[config.mk]
export PLATFORM = sky130hd
export DESIGN_NAME = double_ended_queue_top
export DESIGN_NICKNAME = d
export VERILOG_FILES = /design/src/sv/dq_pkg.sv /design/src/sv/dq_ram.sv /design/src/sv/dq_ctrl.sv /design/src/sv/dq_datapath.sv /design/src/sv/double_ended_queue_top.sv
export SDC_FILE = /design/constraint.sdc
export NUM_CORES = 1
export LEC_CHECK = 0
export ABC_AREA = 1
export BUFFER_PORTS_ARGS = -buffer_cell sky130_fd_sc_hd__buf_2
export CAP_MARGIN = 20
export CELL_PAD_IN_SITES_DETAIL_PLACEMENT = 1
export CELL_PAD_IN_SITES_GLOBAL_PLACEMENT = 1
export CORE_ASPECT_RATIO = 1.75
export CORE_MARGIN = 3
export CORE_UTILIZATION = 35
export CTS_BUF_LIST = sky130_fd_sc_hd__clkbuf_8
export CTS_CLUSTER_SIZE = 28
export DETAILED_ROUTE_END_ITERATION = 10
export GPL_ROUTABILITY_DRIVEN = 0
export PLACE_DENSITY = 0.72
export SLEW_MARGIN = 5
export SYNTH_ARGS = -nofsm -noshare
export SYNTH_HDL_FRONTEND = slang
export SYNTH_SLANG_ARGS = --single-unit
[constraint.sdc]
create_clock -name aclk -period 3.9 [get_ports aclk]
set_clock_uncertainty 0.05 [all_clocks]
set_input_delay 0 -clock aclk [delete_from_list [all_inputs] [get_ports aclk]]
set_output_delay 0 -clock aclk [all_outputs]
set_load 0.03 [all_outputs]
[src/sv/dq_pkg.sv]
// Shared types and constants for the bounded double-ended queue.
// No dependencies; imported by dq_ctrl, dq_datapath, the top level and the testbench.
package dq_pkg;

    // Default sizes of the store
    localparam int DEPTH_DEF      = 16;
    localparam int DATA_WIDTH_DEF = 32;

    // Fixed field widths of the channels
    localparam int OP_W     = 2;
    localparam int VALUE_W  = 32;
    localparam int STATUS_W = 2;
    localparam int OCC_W    = 5;

    typedef enum logic [OP_W-1:0] {
        OP_PUSH_FRONT = 2'd0,
        OP_PUSH_BACK  = 2'd1,
        OP_POP_FRONT  = 2'd2,
        OP_POP_BACK   = 2'd3
    } dq_op_t;

    typedef enum logic [STATUS_W-1:0] {
        ST_DONE  = 2'd0,
        ST_EMPTY = 2'd1,
        ST_FULL  = 2'd2
    } dq_status_t;

    typedef enum logic [1:0] {
        S_IDLE,
        S_READ,
        S_OUT
    } dq_state_t;

    // Commands from controller to datapath
    typedef struct packed {
        logic accept;        // item taken this cycle
        logic capture_read;  // RAM read data is valid this cycle
    } dq_cmd_t;

    // Status from datapath to controller
    typedef struct packed {
        logic needs_read;    // presented item is a pop of a non-empty queue
    } dq_sts_t;

endpackage

[src/sv/dq_ram.sv]
// Generic simple dual-port RAM with one write port and a registered read port.
// No dependencies.
module dq_ram #(
    parameter int WIDTH = 32,
    parameter int DEPTH = 16,
    parameter int ADDR_W = (DEPTH > 1) ? $clog2(DEPTH) : 1
) (
    input  logic              aclk,
    input  logic              we,
    input  logic [ADDR_W-1:0] waddr,
    input  logic [WIDTH-1:0]  wdata,
    input  logic              re,
    input  logic [ADDR_W-1:0] raddr,
    output logic [WIDTH-1:0]  rdata
);

    logic [WIDTH-1:0] mem_reg [DEPTH];

    // Write one entry, read one entry into the output register
    always_ff @(posedge aclk) begin
        if (we) begin
            mem_reg[waddr] <= wdata;
        end
        if (re) begin
            rdata <= mem_reg[raddr];
        end
    end

endmodule

[src/sv/dq_ctrl.sv]
// Controller state machine of the double-ended queue.
// Depends on dq_pkg for the state, command and status types.
module dq_ctrl (
    input  logic             aclk,
    input  logic             aresetn,
    input  logic             s_valid,
    output logic             s_ready,
    output logic             m_valid,
    input  logic             m_ready,
    input  dq_pkg::dq_sts_t  sts,
    output dq_pkg::dq_cmd_t  cmd
);
    import dq_pkg::*;

    dq_state_t state_reg, state_next;
    logic      take_item;

    assign take_item = s_valid && s_ready;

    // Hold state
    always_ff @(posedge aclk) begin
        if (!aresetn) begin
            state_reg <= S_IDLE;
        end else begin
            state_reg <= state_next;
        end
    end

    // Advance state
    always_comb begin
        state_next = state_reg;
        case (state_reg)
            S_IDLE: begin
                if (take_item) begin
                    state_next = sts.needs_read ? S_READ : S_OUT;
                end
            end
            S_READ: begin
                state_next = S_OUT;
            end
            S_OUT: begin
                if (m_ready) begin
                    if (take_item) begin
                        state_next = sts.needs_read ? S_READ : S_OUT;
                    end else begin
                        state_next = S_IDLE;
                    end
                end
            end
            default: begin
                state_next = S_IDLE;
            end
        endcase
    end

    // Drive handshakes and datapath commands
    always_comb begin
        s_ready          = 1'b0;
        m_valid          = 1'b0;
        cmd.capture_read = 1'b0;
        case (state_reg)
            S_IDLE: begin
                s_ready = 1'b1;
            end
            S_READ: begin
                cmd.capture_read = 1'b1;
            end
            S_OUT: begin
                m_valid = 1'b1;
                s_ready = m_ready;
            end
            default: begin
                s_ready = 1'b0;
            end
        endcase
        cmd.accept = s_valid && s_ready;
    end

endmodule

[src/sv/dq_datapath.sv]
// Datapath of the double-ended queue: ring pointers, element RAM and result register.
// Depends on dq_pkg and dq_ram.
module dq_datapath #(
    parameter int DEPTH      = dq_pkg::DEPTH_DEF,
    parameter int DATA_WIDTH = dq_pkg::DATA_WIDTH_DEF
) (
    input  logic                                aclk,
    input  logic                                aresetn,
    input  logic [dq_pkg::OP_W-1:0]             s_operation,
    input  logic signed [dq_pkg::VALUE_W-1:0]   s_push_value,
    output logic signed [dq_pkg::VALUE_W-1:0]   m_pop_value,
    output logic [dq_pkg::STATUS_W-1:0]         m_status,
    output logic [dq_pkg::OCC_W-1:0]            m_occupancy,
    input  dq_pkg::dq_cmd_t                     cmd,
    output dq_pkg::dq_sts_t                     sts
);
    import dq_pkg::*;

    localparam int PTR_W = (DEPTH > 1) ? $clog2(DEPTH) : 1;
    localparam int CNT_W = $clog2(DEPTH + 1);
    localparam int SUM_W = ((CNT_W > PTR_W) ? CNT_W : PTR_W) + 1;
    localparam logic [PTR_W-1:0] LAST_PTR  = PTR_W'(DEPTH - 1);
    localparam logic [CNT_W-1:0] FULL_CNT  = CNT_W'(DEPTH);
    localparam logic [SUM_W-1:0] DEPTH_SUM = SUM_W'(DEPTH);

    logic [PTR_W-1:0]      front_reg, front_next;
    logic [CNT_W-1:0]      count_reg, count_next;
    logic [VALUE_W-1:0]    pop_value_reg;
    dq_status_t            status_reg, status_next;
    logic [OCC_W-1:0]      occ_reg;

    dq_op_t                op;
    logic                  is_push, is_front, full, empty;
    logic [PTR_W-1:0]      front_dec, front_inc, back_idx, last_idx;
    logic [SUM_W-1:0]      back_sum, last_sum;
    logic                  ram_we, ram_re;
    logic [PTR_W-1:0]      ram_waddr, ram_raddr;
    logic [DATA_WIDTH-1:0] ram_wdata, ram_rdata;

    assign op       = dq_op_t'(s_operation);
    assign is_push  = (op == OP_PUSH_FRONT) || (op == OP_PUSH_BACK);
    assign is_front = (op == OP_PUSH_FRONT) || (op == OP_POP_FRONT);
    assign full     = (count_reg == FULL_CNT);
    assign empty    = (count_reg == '0);

    // Ring positions: one step around and the two ends
    assign front_dec = (front_reg == '0) ? LAST_PTR : front_reg - 1'b1;
    assign front_inc = (front_reg == LAST_PTR) ? '0 : front_reg + 1'b1;
    assign back_sum  = SUM_W'(front_reg) + SUM_W'(count_reg);
    assign last_sum  = back_sum - 1'b1;
    assign back_idx  = (back_sum >= DEPTH_SUM) ? PTR_W'(back_sum - DEPTH_SUM)
                                               : PTR_W'(back_sum);
    assign last_idx  = (last_sum >= DEPTH_SUM) ? PTR_W'(last_sum - DEPTH_SUM)
                                               : PTR_W'(last_sum);

    assign sts.needs_read = !is_push && !empty;

    // Steer RAM accesses
    assign ram_we    = cmd.accept && is_push && !full;
    assign ram_waddr = is_front ? front_dec : back_idx;
    assign ram_wdata = DATA_WIDTH'($unsigned(s_push_value));
    assign ram_re    = cmd.accept && !is_push && !empty;
    assign ram_raddr = is_front ? front_reg : last_idx;

    dq_ram #(
        .WIDTH (DATA_WIDTH),
        .DEPTH (DEPTH),
        .ADDR_W(PTR_W)
    ) u_ram (
        .aclk (aclk),
        .we   (ram_we),
        .waddr(ram_waddr),
        .wdata(ram_wdata),
        .re   (ram_re),
        .raddr(ram_raddr),
        .rdata(ram_rdata)
    );

    // Compute pointer, count and status updates
    always_comb begin
        front_next  = front_reg;
        count_next  = count_reg;
        status_next = ST_DONE;
        if (is_push) begin
            if (full) begin
                status_next = ST_FULL;
            end else begin
                if (is_front) begin
                    front_next = front_dec;
                end
                count_next = count_reg + 1'b1;
            end
        end else begin
            if (empty) begin
                status_next = ST_EMPTY;
            end else begin
                if (is_front) begin
                    front_next = front_inc;
                end
                count_next = count_reg - 1'b1;
            end
        end
    end

    // Hold ring state
    always_ff @(posedge aclk) begin
        if (!aresetn) begin
            front_reg <= '0;
            count_reg <= '0;
        end else if (cmd.accept) begin
            front_reg <= front_next;
            count_reg <= count_next;
        end
    end

    // Load result register
    always_ff @(posedge aclk) begin
        if (cmd.accept) begin
            pop_value_reg <= '0;
            status_reg    <= status_next;
            occ_reg       <= OCC_W'(count_next);
        end else if (cmd.capture_read) begin
            pop_value_reg <= VALUE_W'(ram_rdata);
        end
    end

    assign m_pop_value = pop_value_reg;
    assign m_status    = status_reg;
    assign m_occupancy = occ_reg;

endmodule

[src/sv/double_ended_queue_top.sv]
// Top level of the bounded double-ended queue.
// Depends on dq_pkg, dq_ctrl, dq_datapath and dq_ram.
//
// Usage:
//   Input channel (s_valid/s_ready) carries one item: s_operation selects
//   push front, push back, pop front or pop back; s_push_value is the
//   element for pushes and is ignored by pops.
//   Result channel (m_valid/m_ready) returns one item per input item:
//   m_pop_value (popped element, zero otherwise), m_status (done, pop of
//   an empty queue, push to a full queue) and m_occupancy after the item.
//   A refused push or an empty pop changes nothing.
//   A push or a failed pop shows its result in the cycle after it is
//   accepted; a successful pop goes through S_READ first, for the registered
//   read port of the element RAM.
//   Throughput: the next item is accepted in the same cycle the current
//   result is taken, so pushes run at one item per cycle while m_ready
//   stays high; a successful pop holds s_ready low while in S_READ.
//   Reset (aresetn low, synchronous) empties the queue; the element RAM
//   is not cleared and needs no clearing pass.
//   While a result waits and m_ready is low, the result holds and s_ready stays low.
module double_ended_queue_top #(
    parameter int DEPTH      = dq_pkg::DEPTH_DEF,
    parameter int DATA_WIDTH = dq_pkg::DATA_WIDTH_DEF
) (
    input  logic                              aclk,
    input  logic                              aresetn,
    input  logic                              s_valid,
    output logic                              s_ready,
    input  logic [dq_pkg::OP_W-1:0]           s_operation,
    input  logic signed [dq_pkg::VALUE_W-1:0] s_push_value,
    output logic                              m_valid,
    input  logic                              m_ready,
    output logic signed [dq_pkg::VALUE_W-1:0] m_pop_value,
    output logic [dq_pkg::STATUS_W-1:0]       m_status,
    output logic [dq_pkg::OCC_W-1:0]          m_occupancy
);
    import dq_pkg::*;

    dq_cmd_t cmd;
    dq_sts_t sts;

    dq_ctrl u_ctrl (
        .aclk   (aclk),
        .aresetn(aresetn),
        .s_valid(s_valid),
        .s_ready(s_ready),
        .m_valid(m_valid),
        .m_ready(m_ready),
        .sts    (sts),
        .cmd    (cmd)
    );

    dq_datapath #(
        .DEPTH     (DEPTH),
        .DATA_WIDTH(DATA_WIDTH)
    ) u_datapath (
        .aclk        (aclk),
        .aresetn     (aresetn),
        .s_operation (s_operation),
        .s_push_value(s_push_value),
        .m_pop_value (m_pop_value),
        .m_status    (m_status),
        .m_occupancy (m_occupancy),
        .cmd         (cmd),
        .sts         (sts)
    );

    // A refused push reports a full queue
    assert property (@(posedge aclk) disable iff (!aresetn)
        (m_valid && m_status == ST_FULL) |-> (m_occupancy == OCC_W'(DEPTH)))
        else $error("full status with occupancy below depth");

    // An empty pop reports zero data and zero occupancy
    assert property (@(posedge aclk) disable iff (!aresetn)
        (m_valid && m_status == ST_EMPTY) |-> (m_occupancy == '0 && m_pop_value == '0))
        else $error("empty status with data or occupancy");

    // A push shows its result in the next cycle
    assert property (@(posedge aclk) disable iff (!aresetn)
        (s_valid && s_ready && !s_operation[1]) |=> m_valid)
        else $error("push result not presented after one cycle");

    // The unused status code never appears
    assert property (@(posedge aclk) disable iff (!aresetn)
        m_valid |-> (m_status == ST_DONE || m_status == ST_EMPTY || m_status == ST_FULL))
        else $error("undefined status code");

endmodule

== Word-level counts from Yosys, hierarchy flattened ==
Memories as Yosys holds them, arrays and structs flattened. A register that Yosys moved wholly into a read port is not among the register bits.
Cells that the tools add are included.

* Register bits after elaboration: 50
* Bits in latches: 0
* RAM bits: 512
* ROM bits: 0
* Memories: 1

* $add $sub $neg: 8
* Multipliers: 0
* Div/mod/pow operators: 0
* Order comparisons: 2
* Eq/ne operators: 10
* Shift-type cells: 0
* Muxes and demuxes: 27
* Bitwise logic cells: 0
* Reductions and logical operators: 17

{| class="wikitable"
|+ Memories
! name !! words !! bits a word !! rd ports !! clocked after Yosys merged registers in !! write ports !! line !! source
|-
| u_datapath.u_ram.mem_reg || 16 || 32 || 1 || 1 || 1 || dq_ram.sv:17 || <nowiki>logic [WIDTH-1:0] mem_reg [DEPTH];</nowiki>
|}

{| class="wikitable"
|+ Operators with widths
! cell !! count
|-
| $mux 4 || 11
|-
| $mux 5 || 3
|-
| $ge 6x5->1 const B || 2
|-
| $mux 2 || 6
|-
| $sub 4x1->4 const B || 3
|-
| $add 4x5->6 || 1
|-
| $logic_and 1x1->1 || 6
|-
| $pmux 2 s3 || 1
|-
| $sub 6x1->6 const B || 1
|-
| $add 5x1->5 const B || 1
|-
| $eq 5x5->1 const B || 1
|-
| $logic_not 5->1 || 1
|-
| $mux 1 || 5
|-
| $sub 5x1->5 const B || 1
|-
| $add 4x1->4 const B || 1
|-
| $eq 2x1->1 const B || 2
|-
| $eq 2x2->1 const B || 2
|-
| $eq 4x4->1 const B || 1
|-
| $logic_not 2->1 || 2
|-
| $logic_not 4->1 || 1
|-
| $ne 2x1->1 const B || 2
|-
| $ne 2x2->1 const B || 2
|-
| $reduce_and 4->1 || 1
|-
| $logic_not 1->1 || 3
|-
| 3 further kinds || 4
|}

== Longest topological paths before layout ==
Gate-level depths: netlist of the first run.

* Depth after elaboration: 8
* Depth in mapped cells: 15
* Gate-level depth less buffers: 13

== Hierarchy ==
Synthesis of the first run repeated with hierarchy kept, for this count alone.

* Cells, all modules: 2475
* Area, all modules: 25597.0 µm²

{| class="wikitable"
|+ By module, submodules not included
! module !! instances !! cells each !! area each (µm²) !! sequential area each (µm²)
|-
| dq_ram || 1 || 2120 || 23050.9 || 16335.7
|-
| dq_datapath || 1 || 332 || 2398.6 || 1031.0
|-
| dq_ctrl || 1 || 23 || 147.6 || 40.0
|}

== Worst setup path after synthesis of the first run ==
OpenSTA, ideal clock, no wires.

* Path kind: register -> register
* Start: reg u_datapath.front_reg[0]
* End: mem u_datapath.u_ram.mem_reg[6][0], enable pin
* Arrival: 2.862 ns
* Required time: 3.429 ns
* Setup slack: 0.567 ns
* Cell stages (with the launch flop): 11
* Period minus slack after synthesis: 3.333 ns
* Cell sequence: dfxtp_1 -> ha_1 -> inv_1 -> nand2_1 -> nand2_2 -> buf_6 -> buf_6 -> nand2_1 -> inv_2 -> nand3_1 -> nor2_1

* Word-level cells in the longest chain between the ends: 4
* Elaborated cells on any way between the ends: 8
* Those cells by class: 3 x add/sub; 1 x order compare; 3 x mux; 1 x reduce/logical

{| class="wikitable"
|+ RTL lines
! what !! line !! source
|-
| start: declaration || dq_datapath.sv:26 || <nowiki>logic [PTR_W-1:0] front_reg, front_next;</nowiki>
|-
| start signal: assignment || dq_datapath.sv:111 || <nowiki>front_reg <= front_next;</nowiki>
|-
| $add 4x5->6 || dq_datapath.sv:49 || <nowiki>assign back_sum = SUM_W'(front_reg) + SUM_W'(count_reg);</nowiki>
|-
| $ge 6x5->1 or $sub 4x1->4 (tied branches) || dq_datapath.sv:51 || <nowiki>assign back_idx = (back_sum >= DEPTH_SUM) ? PTR_W'(back_sum - DEPTH_SUM)</nowiki>
|-
| $mux 4 || dq_datapath.sv:51 ||
|-
| $mux 4 (*) || dq_datapath.sv:60 || <nowiki>assign ram_waddr = is_front ? front_dec : back_idx;</nowiki>
|-
| end: declaration || dq_ram.sv:17 ||
|}

Mark *: on every way between the ends. The rest lies on a longest branch, timed or not.

== Worst setup path after layout of the first run ==
* Start: reg u_datapath.front_reg[0]
* End: reg u_datapath.u_ram.rdata[7], read port of u_datapath.u_ram.mem_reg (data pin)

* Word-level cells in the longest chain between the ends: 5
* Elaborated cells on any way between the ends: 6
* Those cells by class: 3 x add/sub; 1 x order compare; 2 x mux

{| class="wikitable"
|+ RTL lines
! what !! line !! source
|-
| $add 4x5->6 || dq_datapath.sv:49 ||
|-
| $sub 6x1->6 || dq_datapath.sv:50 || <nowiki>assign last_sum = back_sum - 1'b1;</nowiki>
|-
| $ge 6x5->1 or $sub 4x1->4 (tied branches) || dq_datapath.sv:53 || <nowiki>assign last_idx = (last_sum >= DEPTH_SUM) ? PTR_W'(last_sum - DEPTH_SUM)</nowiki>
|-
| $mux 4 || dq_datapath.sv:53 ||
|-
| $mux 4 (*) || dq_datapath.sv:63 || <nowiki>assign ram_raddr = is_front ? front_reg : last_idx;</nowiki>
|-
| end: declaration || dq_ram.sv:14 || <nowiki>output logic [WIDTH-1:0] rdata</nowiki>
|}

Marked as above.
A chain may end at the register's enable or synchronous reset.

==> impl_metrics.json, run 1 <==
{
  "grt.overflow.total": 0,
  "min_path_type": "in -> reg",
  "max-cap-violations": 0,
  "fin_tns_setup_ns": 0,
  "layoutNonFillerInstCount": 3844,
  "synth_top_flop_cell": "edfxtp_1",
  "post_cts_buffers": 0,
  "critPathTopFamily": "buffers and inverters",
  "final_util_pct": 40.3,
  "status": "completed",
  "antenna_found_initial": 6,
  "slew_headroom_pct": 37.8,
  "power.density_nw_per_um2": 505,
  "io_pins": 79,
  "cp.required_ns": 4.39,
  "ys_ff_latch": 594,
  "final_area_sq_um": 29900,
  "cts-root-buf": "clkbuf_8",
  "drc_errors": 0,
  "syn_nets": 2753,
  "post-route-period-util_pct": 88.0,
  "path_cells": "ha_1 -> fa_1 -> inv_1 -> ha_1 -> nand2_1 -> o21ai_4 -> inv_4 -> buf_4 -> nand3_1 -> nand2_1 -> nand2_1 -> nand2_1 -> nand2_1 -> nand2_1",
  "start_kind": "flop",
  "final.fill_count": 8336,
  "nNetsFinal": 2879,
  "drv_slew": 0,
  "worstSkewPairLatency_ns": 0.70,
  "cts_resized": 0,
  "r2r_end": "u_datapath.u_ram.rdata[7]",
  "grt_usage_pct": 19.3,
  "synth-seq-area-share_pct": 66.2,
  "grt_pass1_vias": 20483,
  "wirelength_um": 75500,
  "ir_worst_vdd_mv": 0.290,
  "final-seq-area_sq_um": 17400,
  "num_rows": 132,
  "path_depth": 14,
  "final_cell_mix": "1010 x nand2_1, 564 x inv_1, 551 x edfxtp_1",
  "wl_per_cell_um": 19.6,
  "crit_buf_inv": 3,
  "cts_buffers": 85,
  "cp_slowest_cell": "buf_4",
  "reg2reg_from": "u_datapath.front_reg[0]",
  "fmax_mhz": 291,
  "cts_tree": "done",
  "startpoint": "u_datapath.front_reg[0]",
  "grt_pass1_wl_um": 115000,
  "dpl_cell_area_sq_um": 27800,
  "syn_inst": 2706,
  "port_buffers": 78,
  "drtPass1Iterations": 5,
  "synthTopCellsByArea": "edfxtp_1 63%, nand2_1 14%, inv_1 7.7%",
  "clk_path_buf_depth": 3,
  "layout_min_cycle_time_ns": 3.43,
  "reg2regPathDepth": 14,
  "core_area_sq_um": 74200,
  "critPathKind": "reg -> reg",
  "path_clk_slew_ns": 0.06,
  "avgViaCountPerCell": 4.90,
  "drive_gt1_share_pct": 9.27,
  "vias": 18834,
  "area_growth_pct": 13.6,
  "tightest_slew_ns": 0.931,
  "mappedNetlistArea_sq_um": 26300,
  "synth_top_area_share_pct": 62.9,
  "numClockSinks": 594,
  "postRouteAntennaNets": 0,
  "die_h_um": 369,
  "hold_viol": 0,
  "synth_top_area_cell": "edfxtp_1",
  "start_util_pct": 35.5,
  "multi_input_area_sq_um": 6240,
  "synthArstFlopShare_pct": 0,
  "synthDistinctLibCells": 30,
  "dp_cells": 3644,
  "h-tree-depth": 3,
  "final_common_cell": "nand2_1",
  "ys_warn_count": 0,
  "drt_iter0_drc": 1173,
  "cp.arrival_ns": 3.92,
  "syn_avg_cell_area_sq_um": 9.72,
  "largest_register_ffs": 512,
  "r2r_slack_ns": 0.47,
  "die_x_um": 213,
  "grt_max_degree": 137,
  "p_leak_uw": 0.0134,
  "end_kind": "flop",
  "dp_hpwl_um": 42100,
  "crit_path_max_incr_delay_ns": 0.71,
  "worst-path-max-fanout": 64,
  "synth_edf_count": 551,
  "endpoint": "u_datapath.u_ram.rdata[7]",
  "fp.dieArea_sq_um": 78600,
  "rsz0062_at_grt": "no",
  "crit_path_frequent_cell": "nand2_1",
  "setup_viol_count_final": 0
}
==> worst min-delay path, stage by stage <==
cell     delay, ns
buf_2         0.35
nor2_1        0.11
nand3_1       0.21
a21oi_1       0.11
==> power by group <==
part / leakage, uW / internal, uW / total (uW) / switching, uW
sequential: 0.00533 / 7230 / 7320 / 87.8
clock: 0.000927 / 2380 / 4790 / 2410
combinational: 0.00711 / 823 / 2960 / 2140
==> how the worst min path moves through the flow <==
stage / startpoint / end / slack (ns) / cells past startpoint
2_1_floorplan: s_push_value[0] / u_datapath.u_ram.mem_reg[0][0] / 0.05 / 0
3_3_place_gp: aresetn / u_datapath.front_reg[3] / 0.26 / 3
3_5_place_dp: aresetn / u_datapath.front_reg[3] / 0.27 / 3
4_1_cts: s_operation[0] / u_datapath.front_reg[1] / 0.005 / 4
5_1_grt: aresetn / u_datapath.count_reg[4] / 0.12 / 4
6_report: s_operation[0] / u_datapath.front_reg[1] / 0.09 / 4
==> per-stage QoR <==
step	hold slack, ns	total power, uW	setup slack (ns)
final	0.0910	15100	0.468
after global routing	0.116	15800	0.192
after CTS	0.00498	15300	0.469
after detailed placement	0.268	10400	0.503
after global placement	0.258	10300	0.575
after floorplan	0.0489	9420	0.567
==> repair_timing <==
| item | CTS | global route |
|---|---|---|
| hold endpoints to repair | 529 | 0 |
| hold buffers | 39 | 0 |
| setup endpoints to repair | 0 | 0 |
==> cell families (layout without fill, tap and decap cells) <==
family	count (synthesis)	count (layout)	share of synthesized area (%)
compound gates	93	93	1.87
buf+inv	667	863	10.6
simple gates	1335	1335	20.6
other cells	0	4	0
flops	594	594	66.2
fa+ha+maj	9	9	0.457
xor+xnor	8	8	0.267
==> layout make-up <==
type	count	share of cell area [%]
diodes	4	0.0335
clock buffers	92	4.24
clock inverters	65	1.19
inverters	547	6.89
multi-input cells	1445	20.9
flip-flops and latches	594	58.3
well taps	938	3.93
repair buffers	159	4.51
==> per-layer routing <==
| metal | routed length [um] | part of all wire (%) | GRT usage, % | up-vias |
|---|---|---|---|---|
| met4 | 3140 | 4.2 | 8.68 | 4 |
| met2 | 39300 | 52 | 35.5 | 455 |
| li1 | - | - | - | 8738 |
| met3 | 3310 | 4.4 | 3.09 | 187 |
| met1 | 29600 | 39 | 21.7 | 9450 |
| met5 | 27 | 0.036 | 0 | - |
==> Yosys cell counts (2+ instances only) <==
library cell     n
dfxtp_1         43
nand2_2          3
o21ai_0         45
nor2_1          30
inv_1          540
buf_2           67
xnor2_1          3
nand4_1          4
nand3_1        283
inv_2            6
a21oi_1         42
edfxtp_1       551
clkbuf_1         9
ha_1             8
o21ai_2          2
xor2_1           5
buf_6           13
buf_4           29
nand2_1       1010
or2_2            3
No activity file was read; power rests on OpenSTA's default activity.
==> run 2, diff against run 1 <==
--- a/config.mk
+++ b/config.mk
@@ -6,7 +6,7 @@
 export NUM_CORES = 1
 export LEC_CHECK = 0
 export ABC_AREA = 1
-export BUFFER_PORTS_ARGS = -buffer_cell sky130_fd_sc_hd__buf_2
+export BUFFER_PORTS_ARGS = -buffer_cell sky130_fd_sc_hd__buf_4
 export CAP_MARGIN = 20
 export CELL_PAD_IN_SITES_DETAIL_PLACEMENT = 1
 export CELL_PAD_IN_SITES_GLOBAL_PLACEMENT = 1
==> run 2 against run 1 <==
Compared with the run above:
- non-clock buffer count is 6 higher
- cell count hardly changed
- combinational power hardly changed
- via count is 0.40% lower
- power fell by 1.1%
- count of clock-buffer cells in the layout fell by 4
- clock power down 4%
==> impl_metrics.json, run 2 (synthesized netlist as in run 1, its figures left out) <==
{
  "cts_buffers": 86,
  "wl_per_cell_um": 19.7,
  "end_kind": "flop",
  "num_rows": 132,
  "critPathKind": "reg -> reg",
  "antenna_found_initial": 8,
  "drtPass1Iterations": 5,
  "cp_slowest_cell": "buf_4",
  "port_buffers": 78,
  "slew_headroom_pct": 23.9,
  "max-cap-violations": 0,
  "die_x_um": 213,
  "grt.overflow.total": 0,
  "hold_viol": 0,
  "grt_max_degree": 212,
  "dp_hpwl_um": 42800,
  "worst-path-max-fanout": 64,
  "layout_min_cycle_time_ns": 3.30,
  "tightest_slew_ns": 1.14,
  "min_path_type": "in -> reg",
  "clk_path_buf_depth": 3,
  "rsz0062_at_grt": "no",
  "largest_register_ffs": 512,
  "wirelength_um": 75800,
  "ir_worst_vdd_mv": 0.307,
  "final_common_cell": "nand2_1",
  "netSwitchingFraction_pct": 30.8,
  "worstSkewPairLatency_ns": 0.73,
  "h-tree-depth": 3,
  "path_clk_slew_ns": 0.07,
  "critPathTopFamily": "adder cells",
  "start_kind": "flop",
  "power.internal_uw": 10300,
  "avgViaCountPerCell": 4.88,
  "cp.arrival_ns": 3.82,
  "vias": 18758,
  "dp_cells": 3647,
  "crit_buf_inv": 2,
  "fin_tns_setup_ns": 0,
  "final_cell_mix": "1010 x nand2_1, 568 x inv_1, 551 x edfxtp_1",
  "drc_errors": 0,
  "switchingPower_uw": 4590,
  "postRouteAntennaNets": 0,
  "area_growth_pct": 13.9,
  "post_cts_buffers": 0,
  "start_util_pct": 35.5,
  "hold_buffers": 42,
  "seqPwrFrac_pct": 49.2,
  "crit_path_frequent_cell": "nand2_1",
  "grt_pass1_wl_um": 115000,
  "core_area_sq_um": 74200,
  "setup_viol_count_final": 0,
  "die_h_um": 369,
  "layoutNonFillerInstCount": 3845,
  "final_util_pct": 40.4,
  "drv_slew": 0,
  "drive_gt1_share_pct": 8.92,
  "cp.required_ns": 4.41,
  "fp.dieArea_sq_um": 78600,
  "fmax_mhz": 303,
  "crit_path_max_incr_delay_ns": 0.80,
  "power.density_nw_per_um2": 497,
  "status": "completed",
  "clkPwrFrac_pct": 30.9,
  "io_pins": 79,
  "cts-root-buf": "clkbuf_8",
  "nNetsFinal": 2886,
  "cts_tree": "done",
  "cts_resized": 0,
  "drt_iter0_drc": 1207,
  "grt_usage_pct": 19.4,
  "post-route-period-util_pct": 84.7,
  "numClockSinks": 594,
  "p_comb_share_pct": 19.9,
  "grt_pass1_vias": 20248,
  "path_cells": "ha_1 -> fa_1 -> inv_1 -> ha_1 -> nand2_1 -> o21ai_1 -> nand2_2 -> o21ai_4 -> buf_4 -> nand2_1 -> nand2_1 -> nand2_1 -> nand2_1",
  "p_leak_uw": 0.0134
}
run 2: cell count changes in the layout (fill, tap and decap cells not counted), moves of 5 or more:
cell      change
buf_4        +86
buf_2        -78
clkinv_2      -8
buf_12        -5
run 2: routing by layer:
layer | vias to the layer above | wire length (um) | share of wire, % | track usage, %
li1 | 8753 | - | - | -
met1 | 9388 | 29800 | 39 | 22.0
met2 | 463 | 39900 | 53 | 35.7
met3 | 154 | 3450 | 4.5 | 3.09
met4 | 0 | 2630 | 3.5 | 7.96
met5 | - | 0 | 0 | 0
run 2: metrics by stage:
step	total power [uW]	hold WS, ns	worst slack (ns)	cell area (sq um)
after floorplan	9420	0.0489	0.567	26300
after global placement	10300	0.244	0.761	28000
after detailed placement	10400	0.251	0.675	28000
after CTS	15100	0.0184	0.614	29900
after global routing	15700	0.0842	0.414	30000
final	14900	0.0926	0.597	30000
run 2: power by group through the flow:
stage | Combinational, uW | Sequential, uW | Clock [uW]
detailed placement | 2930 | 7460 | 0
CTS | 2990 | 7330 | 4730
global placement | 2820 | 7450 | 0
global route | 3320 | 7330 | 5000
finish | 2970 | 7320 | 4610
floorplan | 1940 | 7480 | 0
run 2: worst register-to-register path, cell delays in order, from the launching register on:
cell,delay [ns]
dfxtp_1,0.47
ha_1,0.25
fa_1,0.45
inv_1,0.12
ha_1,0.24
nand2_1,0.08
o21ai_1,0.11
nand2_2,0.09
o21ai_4,0.08
buf_4,0.80
nand2_1,0.19
nand2_1,0.10
nand2_1,0.06
nand2_1,0.10
run 2: final cells by class:
class / count / area [sq um]
Inverter: 547 / 2060
Sequential cell: 594 / 17400
Timing Repair Buffer: 165 / 1530
Fill cell: 8349 / 44200
Tap cell: 938 / 1170
Clock inverter: 64 / 317
Clock buffer: 88 / 1210
Antenna cell: 4 / 10.0
Multi-Input combinational cell: 1445 / 6250
run 2: final timing paths:
check | cells after the start | slack [ns] | from | end
worst min register to register | 2 | 0.43 | u_datapath.m_pop_value[1] | u_datapath.m_pop_value[1]
worst min-delay path | 2 | 0.09 | s_push_value[6] | u_datapath.u_ram.mem_reg[9][6]
worst max register to register | 13 | 0.60 | u_datapath.front_reg[0] | u_datapath.u_ram.rdata[20]
worst max-delay path | 13 | 0.60 | u_datapath.front_reg[0] | u_datapath.u_ram.rdata[20]
